--- src/sv/q2e_pkg.sv ---
// ----------------------------------------------------------------------------
// q2e_pkg
// types, constants and the arctangent table shared by the quaternion to
// euler block
// ----------------------------------------------------------------------------
package q2e_pkg;

   localparam int ACC_W   = 35;  // product sums, scale 2^28
   localparam int MUL_W   = 33;  // shared multiplier operand width
   localparam int PROD_W  = 2 * MUL_W;
   localparam int CORD_W  = 36;  // cordic datapath width
   localparam int ANG_W   = 16;
   localparam int PITCH_W = 15;
   localparam int YAW_W   = 32;
   localparam int SQ_W    = 63;

   localparam logic signed [ACC_W-1:0]  HALF_Q28    = 35'sd134217728;
   localparam logic [ACC_W-1:0]         ONE_Q27     = 35'd134217728;
   localparam logic [30:0]              ONE_Q30     = 31'h40000000;
   localparam logic signed [CORD_W-1:0] HALF_PI_Q30 = 36'sd1686629713;
   localparam logic signed [CORD_W-1:0] PI_Q30      = 36'sd3373259426;
   localparam logic signed [CORD_W-1:0] NORM_HI     = 36'sd1073741824;
   localparam logic signed [CORD_W-1:0] NORM_LO     = 36'sd536870912;
   localparam logic signed [CORD_W-1:0] ROUND_HALF  = 36'sd65536;
   localparam logic [4:0]               ITER_LAST   = 5'd29;
   localparam logic signed [16:0]       YAW_JUMP    = 17'sd25736;
   localparam logic signed [MUL_W-1:0]  TURN_STEP   = 33'sd51471;

   // product order of the multiply phase
   localparam logic [3:0] P_YZ   = 4'd0;
   localparam logic [3:0] P_WX   = 4'd1;
   localparam logic [3:0] P_XX   = 4'd2;
   localparam logic [3:0] P_YY   = 4'd3;
   localparam logic [3:0] P_WY   = 4'd4;
   localparam logic [3:0] P_XZ   = 4'd5;
   localparam logic [3:0] P_XY   = 4'd6;
   localparam logic [3:0] P_WZ   = 4'd7;
   localparam logic [3:0] P_ZZ   = 4'd8;
   localparam logic [3:0] P_LAST = 4'd9;

   typedef enum logic [3:0] {
      ST_IDLE, ST_PROD, ST_ROLL, ST_ROLL_WAIT, ST_ASIN_PREP, ST_ASIN_MUL,
      ST_SQRT_INIT, ST_SQRT, ST_PITCH, ST_PITCH_WAIT, ST_YAW, ST_YAW_WAIT,
      ST_TURN, ST_OFFSET, ST_SUM, ST_RESP
   } q2e_state_type;

   typedef enum logic [2:0] {
      CS_IDLE, CS_NORM, CS_ITER, CS_FIN1, CS_FIN2
   } q2e_cord_state_type;

   typedef struct packed {
      logic                    start;
      logic signed [ACC_W-1:0] num;
      logic signed [ACC_W-1:0] den;
   } q2e_cord_cmd_type;

   typedef struct packed {
      logic                    done;
      logic signed [ANG_W-1:0] angle;
   } q2e_cord_stat_type;

   function automatic logic signed [MUL_W-1:0] sx33(input logic signed [15:0] v);
      return MUL_W'(v);
   endfunction

   // atan(2^-i) in q30
   function automatic logic [29:0] atan_q30(input logic [4:0] i);
      logic [29:0] r;
      case (i)
         5'd0:    r = 30'd843314857;
         5'd1:    r = 30'd497837829;
         5'd2:    r = 30'd263043837;
         5'd3:    r = 30'd133525159;
         5'd4:    r = 30'd67021687;
         5'd5:    r = 30'd33543516;
         5'd6:    r = 30'd16775851;
         5'd7:    r = 30'd8388437;
         5'd8:    r = 30'd4194283;
         5'd9:    r = 30'd2097149;
         5'd10:   r = 30'd1048576;
         5'd11:   r = 30'd524288;
         5'd12:   r = 30'd262144;
         5'd13:   r = 30'd131072;
         5'd14:   r = 30'd65536;
         5'd15:   r = 30'd32768;
         5'd16:   r = 30'd16384;
         5'd17:   r = 30'd8192;
         5'd18:   r = 30'd4096;
         5'd19:   r = 30'd2048;
         5'd20:   r = 30'd1024;
         5'd21:   r = 30'd512;
         5'd22:   r = 30'd256;
         5'd23:   r = 30'd128;
         5'd24:   r = 30'd64;
         5'd25:   r = 30'd32;
         5'd26:   r = 30'd16;
         5'd27:   r = 30'd8;
         5'd28:   r = 30'd4;
         5'd29:   r = 30'd2;
         default: r = 30'd0;
      endcase
      return r;
   endfunction

endpackage

--- src/sv/q2e_cordic.sv ---
// ----------------------------------------------------------------------------
// q2e_cordic
// iterative atan2 unit: normalize, 30 vectoring steps, quadrant and rounding
// ----------------------------------------------------------------------------
module q2e_cordic import q2e_pkg::*; (
   input  logic              clock,
   input  logic              reset,
   input  q2e_cord_cmd_type  cmd,
   output q2e_cord_stat_type stat
);

   q2e_cord_state_type cst_ff, cst_in;
   logic signed [CORD_W-1:0] x_ff, x_in, y_ff, y_in, z_ff, z_in, mag_ff, mag_in;
   logic [4:0]               it_ff, it_in;
   logic                     nneg_ff, nneg_in, dneg_ff, dneg_in;
   logic signed [ANG_W-1:0]  ang_ff, ang_in;
   logic                     done_ff, done_in;

   logic signed [CORD_W-1:0] ux, uy, mx, dx, dy, at, zc, rsum;
   logic signed [ANG_W-1:0]  rnd;

   always_ff @(posedge clock) begin
      if (reset) begin
         cst_ff  <= CS_IDLE;
         done_ff <= 1'b0;
      end else begin
         cst_ff  <= cst_in;
         done_ff <= done_in;
      end
      x_ff    <= x_in;
      y_ff    <= y_in;
      z_ff    <= z_in;
      mag_ff  <= mag_in;
      it_ff   <= it_in;
      nneg_ff <= nneg_in;
      dneg_ff <= dneg_in;
      ang_ff  <= ang_in;
   end

   always_comb begin
      cst_in  = cst_ff;
      x_in    = x_ff;
      y_in    = y_ff;
      z_in    = z_ff;
      mag_in  = mag_ff;
      it_in   = it_ff;
      nneg_in = nneg_ff;
      dneg_in = dneg_ff;
      ang_in  = ang_ff;
      done_in = 1'b0;
      ux   = cmd.den[ACC_W-1] ? -CORD_W'(cmd.den) : CORD_W'(cmd.den);
      uy   = cmd.num[ACC_W-1] ? -CORD_W'(cmd.num) : CORD_W'(cmd.num);
      mx   = (x_ff > y_ff) ? x_ff : y_ff;
      dx   = y_ff >>> it_ff;
      dy   = x_ff >>> it_ff;
      at   = CORD_W'(atan_q30(it_ff));
      zc   = z_ff[CORD_W-1] ? '0 : ((z_ff > HALF_PI_Q30) ? HALF_PI_Q30 : z_ff);
      rsum = mag_ff + ROUND_HALF;
      rnd  = rsum[32:17];
      case (cst_ff)
         CS_IDLE: begin
            if (cmd.start) begin
               x_in    = ux;
               y_in    = uy;
               z_in    = '0;
               it_in   = '0;
               nneg_in = cmd.num[ACC_W-1];
               dneg_in = cmd.den[ACC_W-1];
               if (ux == '0 && uy == '0) begin
                  ang_in  = '0;
                  done_in = 1'b1;
               end else begin
                  cst_in = CS_NORM;
               end
            end
         end
         CS_NORM: begin
            if (mx >= NORM_HI) begin
               x_in = x_ff >>> 1;
               y_in = y_ff >>> 1;
            end else if (mx < NORM_LO) begin
               x_in = x_ff <<< 1;
               y_in = y_ff <<< 1;
            end else begin
               cst_in = CS_ITER;
            end
         end
         CS_ITER: begin
            if (!y_ff[CORD_W-1]) begin
               x_in = x_ff + dx;
               y_in = y_ff - dy;
               z_in = z_ff + at;
            end else begin
               x_in = x_ff - dx;
               y_in = y_ff + dy;
               z_in = z_ff - at;
            end
            it_in = it_ff + 5'd1;
            if (it_ff == ITER_LAST) cst_in = CS_FIN1;
         end
         CS_FIN1: begin
            mag_in = dneg_ff ? (PI_Q30 - zc) : zc;
            cst_in = CS_FIN2;
         end
         CS_FIN2: begin
            ang_in  = nneg_ff ? -rnd : rnd;
            done_in = 1'b1;
            cst_in  = CS_IDLE;
         end
         default: cst_in = CS_IDLE;
      endcase
   end

   assign stat.done  = done_ff;
   assign stat.angle = ang_ff;

endmodule

--- config.mk ---
export PLATFORM = sky130hd
export DESIGN_NAME = q2e_cordic
export DESIGN_NICKNAME = d
export VERILOG_FILES = /design/src/sv/q2e_pkg.sv /design/src/sv/q2e_cordic.sv
export SDC_FILE = /design/constraint.sdc
export NUM_CORES = 1
export LEC_CHECK = 0
export BUFFER_PORTS_ARGS = -buffer_cell sky130_fd_sc_hd__buf_4
export CELL_PAD_IN_SITES_DETAIL_PLACEMENT = 1
export CELL_PAD_IN_SITES_GLOBAL_PLACEMENT = 2
export CORE_MARGIN = 2
export CORE_UTILIZATION = 40
export DETAILED_ROUTE_END_ITERATION = 12
export PLACE_DENSITY = 0.79
export SLEW_MARGIN = 20
export SYNTH_ARGS = -nofsm -noshare
export SYNTH_HDL_FRONTEND = slang
export SYNTH_SLANG_ARGS = --single-unit
export TNS_END_PERCENT = 30
--- constraint.sdc ---
create_clock -name clock -period 9.2 [get_ports clock]
set_clock_uncertainty 0.05 [all_clocks]
set_input_delay 0.46 -clock clock [delete_from_list [all_inputs] [get_ports clock]]
set_output_delay 0.46 -clock clock [all_outputs]
set_load 0.01 [all_outputs]
== Yosys cells after proc, flatten, opt, wreduce, memory -nomap -nowiden ==
Memories as Yosys holds them, arrays and structs flattened. A register that Yosys moved wholly into a read port is not among the register bits.
Index checks and enable logic that the tools add are counted.

* Add/subtract/negate cells: 12
* Magnitude comparators: 4
* Eq/ne operators: 13
* Shifts and indexed selects: 2
* Mux-type cells: 35
* Reduce and logical (&&, ||, !) cells: 13

{| class="wikitable"
|+ Operator list
! cell !! count
|-
| two-way mux 36 bit || 13
|-
| one-hot mux 36 bit (3 select lines) || 2
|-
| two-way mux 33 bit || 3
|-
| adder 36 bit || 2
|-
| zero test 36 bit || 2
|-
| negation 35 -> 36 bit || 2
|-
| one-hot mux 36 bit (2 select lines) || 1
|-
| >>> shifter 36 x 5 -> 36 bit || 2
|-
| subtractor 36 bit || 2
|-
| two-way mux 16 bit || 3
|-
| adder 36 x 31 -> 36 bit || 1
|-
| greater-or-equal comparator 36 x 32 -> 1 bit (second input constant) || 1
|-
| > comparator 36 x 32 -> 1 bit (second input constant) || 1
|-
| > comparator 36 bit || 1
|-
| less-than comparator 36 x 31 -> 1 bit (second input constant) || 1
|-
| subtractor 36 x 31 -> 36 bit || 1
|-
| adder 33 x 18 -> 33 bit (second input constant) || 1
|-
| subtractor 32 x 33 -> 33 bit (first input constant) || 1
|-
| one-hot mux 16 bit (2 select lines) || 1
|-
| negation 16 bit || 1
|-
| two-way mux 3 bit || 5
|-
| != test 2 bit (second input constant) || 7
|-
| one-hot mux 3 bit (4 select lines) || 1
|-
| two-way mux 5 bit || 2
|-
| 17 further kinds || 22
|}

* Register bits: 168
* ROM bits: 960
* Output and inout port bits: 17
* Word-level logic and storage cells: 92
* Memories: 1

{| class="wikitable"
|+ Memory list
! name !! words !! bits a word !! rd ports !! clocked after Yosys merged registers in !! wr ports !! RTL line !! text
|-
| (no name shown) || 32 || 30 || 1 || 1 || 0 || q2e_pkg.sv:69 || <nowiki>case (i)</nowiki>
|}

== Logic depth before layout (Yosys ltp) ==
Gate-level depths: netlist (run 1).

* Depth in word-level cells: 7
* Mapped depth: 27
* Mapped depth without buffers: 23

== Worst setup path before layout (run 1) ==
Ideal clock, no wire load.

* Kind: reg-to-reg
* From: reg y_ff[35]
* To: reg x_ff[0] (enable)
* Library setup time: 0.521 ns
* Arrival: 6.504 ns
* Slack: 2.125 ns
* Stages on the path, launching flop included: 15
* Period minus slack after synthesis: 7.075 ns
* Path through: edfxtp_1 -> clkbuf_1 -> inv_1 -> clkbuf_1 -> clkbuf_1 -> ha_1 -> and4_1 -> and2_1 -> a221oi_1 -> o21ai_0 -> o21ba_2 -> clkbuf_1 -> mux2i_1 -> nand2_1 -> a21oi_1

* Cells in the longest elaborated chain, start to end: 5

{| class="wikitable"
|+ RTL lines
! item !! RTL line !! text
|-
| start, declared || q2e_cordic.sv:13 || <nowiki>logic signed [CORD_W-1:0] x_ff, x_in, y_ff, y_in, z_ff, z_in, mag_ff, mag_in;</nowiki>
|-
| start signal, assigned || q2e_cordic.sv:31 || <nowiki>y_ff <= y_in;</nowiki>
|-
| > comparator 36 bit || q2e_cordic.sv:53 || <nowiki>mx = (x_ff > y_ff) ? x_ff : y_ff;</nowiki>
|-
| two-way mux 36 bit * || q2e_cordic.sv:53 ||
|-
| greater-or-equal comparator 36 x 32 -> 1 bit or less-than comparator 36 x 31 -> 1 bit (tied branches) || q2e_cordic.sv:78, q2e_cordic.sv:81 ||
|-
| != test 3 bit (no line) * || -- ||
|-
| AND reduction 3 bit (no line) * || -- ||
|-
| end signal, assigned || q2e_cordic.sv:30 || <nowiki>x_ff <= x_in;</nowiki>
|-
| end, declared || q2e_cordic.sv:13 ||
|}

Every way passes the cells marked *; elsewhere a longest branch is shown, timed or not.
A chain may end at the register's enable or synchronous reset.

== Worst setup path after layout (run 1) ==
* From: reg it_ff[0]
* To: reg y_ff[35], data pin

* Cells in the longest elaborated chain, start to end: 4

{| class="wikitable"
|+ RTL lines
! item !! RTL line !! text
|-
| start, declared || q2e_cordic.sv:14 || <nowiki>logic [4:0] it_ff, it_in;</nowiki>
|-
| start signal, assigned || q2e_cordic.sv:34 || <nowiki>it_ff <= it_in;</nowiki>
|-
| >>> shifter 36 x 5 -> 36 bit * || q2e_cordic.sv:55 || <nowiki>dy = x_ff >>> it_ff;</nowiki>
|-
| subtractor 36 bit or adder 36 bit (tied branches) || q2e_cordic.sv:91, q2e_cordic.sv:95 ||
|-
| two-way mux 36 bit * || q2e_cordic.sv:89 || <nowiki>if (!y_ff[CORD_W-1]) begin</nowiki>
|-
| one-hot mux 36 bit (3 select lines) * || q2e_cordic.sv:60 || <nowiki>case (cst_ff)</nowiki>
|-
| via y_in[35] || q2e_cordic.sv:13 ||
|}

Mark *: on every way through the listed nets, which the timed path passes. The rest lies on a longest branch.

==> results of run 1 <==
==> kinds of logic after synthesis <==
group	after synthesis	share of synthesized area [%]
simple gates	995	19.38
compound gates	948	24.62
buf+inv	282	4.612
xor+xnor	258	8.935
mux	254	14.24
flops	182	20.14
fa+ha+maj	162	8.055
other cells	1	0.01474
==> state kept, by name, summed over array words and instances (netlist names) <==
signal	cells
mag_ff	17
z_ff	36
it_ff	5
x_ff	36
nneg_ff	1
cst_ff	3
at	30
done_ff	1
dneg_ff	1
y_ff	36
ang_ff	16
==> Yosys cell counts (28+ instances only) <==
master / number
ha_1: 159
dfxtp_1: 34
edfxtp_1: 148
a21oi_1: 198
mux4_2: 64
xor2_1: 96
a31oi_1: 45
mux2i_1: 127
nor2_1: 263
nor3_1: 86
nand3_1: 75
a21o_1: 81
inv_1: 100
nand2b_1: 43
nor2b_1: 40
o22ai_1: 42
a22oi_1: 46
xnor2_1: 161
and3_1: 34
nand2_1: 254
clkbuf_1: 124
o21ai_0: 209
mux2_2: 46
a211oi_1: 28
==> critical path, delay by kind of cell, from the launching register on <==
family / cells / cell delay (ns)
AO/OA/AOI/OAI: 9 / 2.93
flip-flops: 1 / 1.00
multiplexers: 1 / 0.74
buffers and inverters: 1 / 0.52
XOR/XNOR: 2 / 0.65
AND/OR/NAND/NOR: 4 / 1.68
adder cells (fa/ha/maj): 1 / 0.27
==> stage by stage <==
stage,setup WS [ns],hold WS (ns)
after floorplan,2.125,0.4335
after global placement,1.476,0.4632
after detailed placement,1.406,0.4707
after CTS,1.384,0.05425
after global routing,0.9207,0.06643
final,1.080,0.08039
==> cells in the final DEF (no fill, tap or decap), types with 19 or more instances in the layout <==
master and instances:
nor2_1 261, nand2_1 254, o21ai_0 209, a21oi_1 197, xnor2_1 161, ha_1 159
edfxtp_1 148, buf_4 145, mux2i_1 126, inv_1 100, xor2_1 96, nor3_1 86
a21o_1 81, nand3_1 75, mux4_2 64, mux2_2 46, a22oi_1 46, a31oi_1 45
o22ai_1 42, nand2b_1 42, nor2b_1 39, and3_1 34, dfxtp_1 34, a211oi_1 28
or3_1 27, o31ai_1 27, nand4_1 27, o221ai_1 26, and2_1 25, o211ai_1 25
o21a_1 24, nor4_1 19, a21boi_0 19
==> power groups by stage <==
stage / combinational, W / sequential [W] / clock [W]
2_1_floorplan: 0.00417 / 0.00131 / 0
3_3_place_gp: 0.00568 / 0.00160 / 0
3_5_place_dp: 0.00580 / 0.00161 / 0
4_1_cts: 0.00584 / 0.00159 / 0.000823
5_1_grt: 0.00639 / 0.00161 / 0.000847
6_report: 0.00594 / 0.00162 / 0.000810
==> routing by layer <==
layer  GRT usage [%]  vias up  wire [um]
met3           4.943      289       6785
met4           22.12        0       8143
met1           41.18    13120      45740
met2           57.36     1002      54580
li1                -    11700          -
met5               0        -          0
==> worst paths after layout <==
| kind | startpoint | end | slack [ns] |
|---|---|---|---|
| min | reset | cst_ff[1] | 0.08 |
| min reg2reg | cst_ff[0] | cst_ff[2] | 0.48 |
| max | it_ff[0] | y_ff[35] | 1.08 |
| max reg2reg | it_ff[0] | y_ff[35] | 1.08 |
==> layout make-up <==
class	instances	area, sq um
Inverter	104	390.4
Fill cell	7555	35420
Clock buffer	17	425.4
Clock inverter	15	157.7
Multi-Input combinational cell	2618	19210
Timing Repair Buffer	150	1184
Sequential cell	182	5125
Tap cell	846	1059
==> summary.md, run 1 <==
| Metric | Value |
|---|---|
| Run status | finished, final reports clean |
| Post-cts resize count | 0 |
| Arr. time, crit path | 8.33 ns |
| Starting density of the core | 40.41% |
| Unique cell type count in the Yosys netlist | 104 |
| Reg power frac | 19.3% |
| R2R cell count | 18 |
| Die area | 65640 sq um |
| WS Path Type | register to register |
| Slowest-stage cell, CP | edfxtp_1 |
| Initial antenna violation count | 2 |
| Layout cell share with drive strength beyond 1 | 11.21% |
| CP most frequent cell | o31ai_1 |
| Drt via density | 6.642 |
| Setup TNS | 0 ns |
| Post-Syn Instances | 3082 |
| Hold Crit Class | input pin to register |
| Fin cells | 3932 |
| Vias in the first global route | 26440 |
| Clock-pin slew on the worst setup and hold paths | 0.09 ns |
| Leak | 10.65 nW |
| GRT Total Usage | 34.28% |
| Diode count | 0 |
| Max-Cap Viols | 0 |
| Worst-margin pin slew | 1.226 ns |
| Yosys reg bits | 182 |
| CP Launch Type | register |
| Ys async rst share | 0% |
| Largest stage delay, worst path | 1.00 ns |
| Setup violations, final | 0 |
| Row cnt | 92 |
| Post-Syn Area | 25440 sq um |
| Die Height | 256.2 um |
| # hold bufs at CTS | 0 |
| Placed insts | 3899 |
| Post-synth EDFFs | 148 |
| Pwr Density | 303.8 nW/um^2 |
| Post-synth top area share | 17.47% |
| Port Buf Inserts | 89 |
| Switching share of power | 54.71% |
| First-pass GRT wire length | 171.3 mm |
| Yosys top cell by area | edfxtp_1 |
| Synth warnings | 0 |
| Clock share of power | 9.7% |
| Ports | 90 |
| Root Buffer | clkbuf_16 |
| Net count after synthesis | 3317 |
| Cell Int Power | 0.003790 W |
| Main synth FF type | edfxtp_1 |
| Largest net degree at the start of global routing | 63 |
| Tmin final | 8.120 ns |
| Final period util | 88.26% |
| Overflow left after global routing | 0 |
| Final instance area | 27550 sq um |
| Comb pwr share | 71.0% |
| Post-DR wirelength/cell | 29.31 um |
| Fmax | 123.2 MHz |
| Cell Chain, Critical Path | buf_4 -> mux4_1 -> a22oi_1 -> o22ai_1 -> nor3_1 -> and2_1 -> and3_1 -> nor2_1 -> xnor2_1 -> ha_1 -> a21boi_0 -> o32ai_1 -> o31ai_1 -> a311oi_1 -> o31ai_1 -> a31oi_1 -> xnor3_1 -> o21ai_1 |
| Die Wd | 256.2 um |
| NumNets Final | 3308 |
| Final design utilization | 43.75% |
| CTS Buf Count | 17 |
| Fin. Hold Viols | 0 |
| DP Wirelength | 88.24 mm |
| Slew margin rel. | 17.66% |
| H-tree levels | 4 |
| Initial drt markers | 2327 |
| RePlAce Congestion | 0.9923 |
| RSZ-0062 raised after global routing | false |
| Switch Pwr | 0.004579 W |
| Max-slew violations | 0 |
| Total Power | 0.008369 W |
| Crit. End Element | register |
| Vias | 26120 |
| CTS tree | built |
| DP Area | 26940 sq um |
| Worst-case clock buffer depth | 2 |
| Top post-synthesis cells by area | edfxtp_1 17%, ha_1 7.8%, mux4_2 5.7%, xnor2_1 5.5%, mux2i_1 5.0% |
| Area Growth Syn to Fin | 8.266% |
| Mapped Avg Cell Area | 8.256 sq um |
| Post-Route WL | 115.2 mm |
| Pre-antenna DRT Iters | 6 |
| Clock latency on the worst-skew pair | 0.53 ns |
| Largest fanout on the critical path | 23 |
| Setup Buffers After CTS | 0 |
| Post-synthesis sequential area ratio | 20.14% |
| DRC violations left | 0 |
| Post-DRT Antenna Nets | 0 |
| IR drop worst, VDD | 275.2 uV |
| Core footprint | 62970 sq um |
| WP data required | 9.41 ns |
| CTS sink cnt | 182 |
| Hold Crit Depth | 2 |
(Power assumes the default switching activity.)
==> inputs of run 2 (changes only) <==
Clock period 9.2 ns to 8.9 ns, I/O delays scaled along.
==> summary.md, run 2 (synthesized netlist as in run 1, its figures left out) <==
| Metric | Value |
|---|---|
| First-pass GRT wire length | 166.8 mm |
| DRC violations left | 0 |
| CTS sink cnt | 182 |
| Slew margin rel. | 20.40% |
| Worst-margin pin slew | 1.193 ns |
| Leak | 10.58 nW |
| Setup TNS | 0 ns |
| Initial drt markers | 2096 |
| Pre-antenna DRT Iters | 6 |
| Run status | finished, final reports clean |
| WP data required | 9.12 ns |
| Starting density of the core | 40.41% |
| # hold bufs at CTS | 0 |
| NumNets Final | 3294 |
| Max-Cap Viols | 0 |
| Fmax | 127.3 MHz |
| Max-slew violations | 0 |
| Post-Route WL | 111.0 mm |
| Multi-input gate area | 19200 sq um |
| RR Startpoint | it_ff[1] |
| IR drop worst, VDD | 226.9 uV |
| Most common cell after layout, fill and taps aside | nor2_1 |
| Biggest regs | x_ff (36), y_ff (36), z_ff (36) |
| GRT Total Usage | 33.12% |
| Tmin final | 7.856 ns |
| Critical Path Source | it_ff[1] |
| CP Launch Type | register |
| Die Wd | 256.2 um |
| RSZ-0062 raised after global routing | false |
| Overflow left after global routing | 0 |
| Largest fanout on the critical path | 56 |
| Hold Crit Class | input pin to register |
| Pwr Density | 310.1 nW/um^2 |
| H-tree levels | 4 |
| Sequential cell area | 5125 sq um |
| Root Buffer | clkbuf_16 |
| Die Height | 256.2 um |
| Largest net degree at the start of global routing | 101 |
| Hold path startpoint | reset |
| CTS tree | built |
| Bufs and invs on worst path | 1 |
| Clock latency on the worst-skew pair | 0.51 ns |
| Ports | 90 |
| Vias in the first global route | 26340 |
| Drt via density | 6.583 |
| CTS Buf Count | 17 |
| Setup violations, final | 0 |
| Placed insts | 3886 |
| Arr. time, crit path | 8.07 ns |
| Crit. End Element | register |
| Slowest-stage cell, CP | edfxtp_1 |
| Setup Buffers After CTS | 0 |
| Reg-to-reg setup timing slack | 1.04 ns |
| Initial antenna violation count | 3 |
| Post-DRT Antenna Nets | 0 |
| Row cnt | 92 |
| RePlAce Congestion | 0.9435 |
| Post-DR wirelength/cell | 28.32 um |
| DP Wirelength | 85.49 mm |
| Worst-case clock buffer depth | 2 |
| Cell Chain, Critical Path | buf_12 -> mux4_2 -> mux2i_1 -> nor2_1 -> nor3_1 -> nand3_1 -> nor4b_2 -> nand4_1 -> nor3_2 -> a21oi_1 -> xnor2_1 -> ha_1 -> a21o_1 -> a21o_1 -> a21oi_1 -> o211ai_1 -> a311oi_1 -> o31ai_1 -> a31oi_1 -> xnor3_1 -> o21ai_1 |
| Final period util | 88.27% |
| WS Path Type | register to register |
| Top Family by Delay on Critical Path | compound AO/OA/AOI/OAI gates |
| Largest stage delay, worst path | 0.78 ns |
| Post-cts resize count | 0 |
| Fill cells | 7532 |
| Layout cell share with drive strength beyond 1 | 10.84% |
| Vias | 25800 |
| Port Buf Inserts | 89 |
| Area Growth Syn to Fin | 7.868% |
| Fin. Hold Viols | 0 |
| Core footprint | 62970 sq um |
| Fin cells | 3919 |
| Clock-pin slew on the worst setup and hold paths | 0.09 ns |
| Die area | 65640 sq um |
| Most frequent cells in the layout | 260 x nor2_1, 254 x nand2_1, 209 x o21ai_0 |
-- run 2: layout make-up --
| class | count | share of cell area (%) |
|---|---|---|
| multi-input combinational | 2618 | 69.97 |
| sequential | 182 | 18.67 |
| timing repair buffer | 136 | 3.857 |
| tap | 846 | 3.857 |
| clock buffer | 17 | 1.550 |
| inverter | 104 | 1.422 |
| clock inverter | 15 | 0.6610 |
| antenna | 1 | 0.009117 |
-- run 2: worst register-to-register path: stages, from the launching register on --
cell	delay [ns]
edfxtp_1	0.78
buf_12	0.36
mux4_2	0.61
mux2i_1	0.53
nor2_1	0.09
nor3_1	0.55
nand3_1	0.27
nor4b_2	0.47
nand4_1	0.30
nor3_2	0.44
a21oi_1	0.16
xnor2_1	0.31
ha_1	0.36
a21o_1	0.21
a21o_1	0.17
a21oi_1	0.19
o211ai_1	0.14
a311oi_1	0.41
o31ai_1	0.21
a31oi_1	0.31
xnor3_1	0.31
o21ai_1	0.38
-- run 2: stage by stage --
stage          hold WS [ns]  util [%]  area [sq um]  worst slack [ns]  total power (W)
2_1_floorplan        0.4335         -         25440             1.825         0.005663
3_3_place_gp         0.4598     42.60         26820             1.500         0.007434
3_5_place_dp         0.4674     42.60         26820             1.216         0.007576
4_1_cts             0.05067     43.56         27430             1.172         0.008448
5_1_grt             0.07688     43.59         27440            0.5439         0.009048
6_report            0.09152     43.59         27450             1.044         0.008511
-- run 2: report_power, final --
part	internal, W	switching (W)	total (W)
registers	0.00115	0.000513	0.00166
clock network	0.000403	0.000418	0.000821
logic	0.00239	0.00364	0.00603
-- run 2: routing by layer --
metal	vias to the layer above	track usage [%]	share of wire, %
met3	253	3.865	4.9
met5	-	0	0
met4	0	20.22	6.7
li1	11700	-	-
met1	12980	39.38	40
met2	864	57.17	49
-- run 2: path summary, 6_finish.rpt --
path	to	depth (start not counted)
min reg2reg	cst_ff[2]	2
min	done_ff	2
max reg2reg	y_ff[35]	21
max	y_ff[35]	21
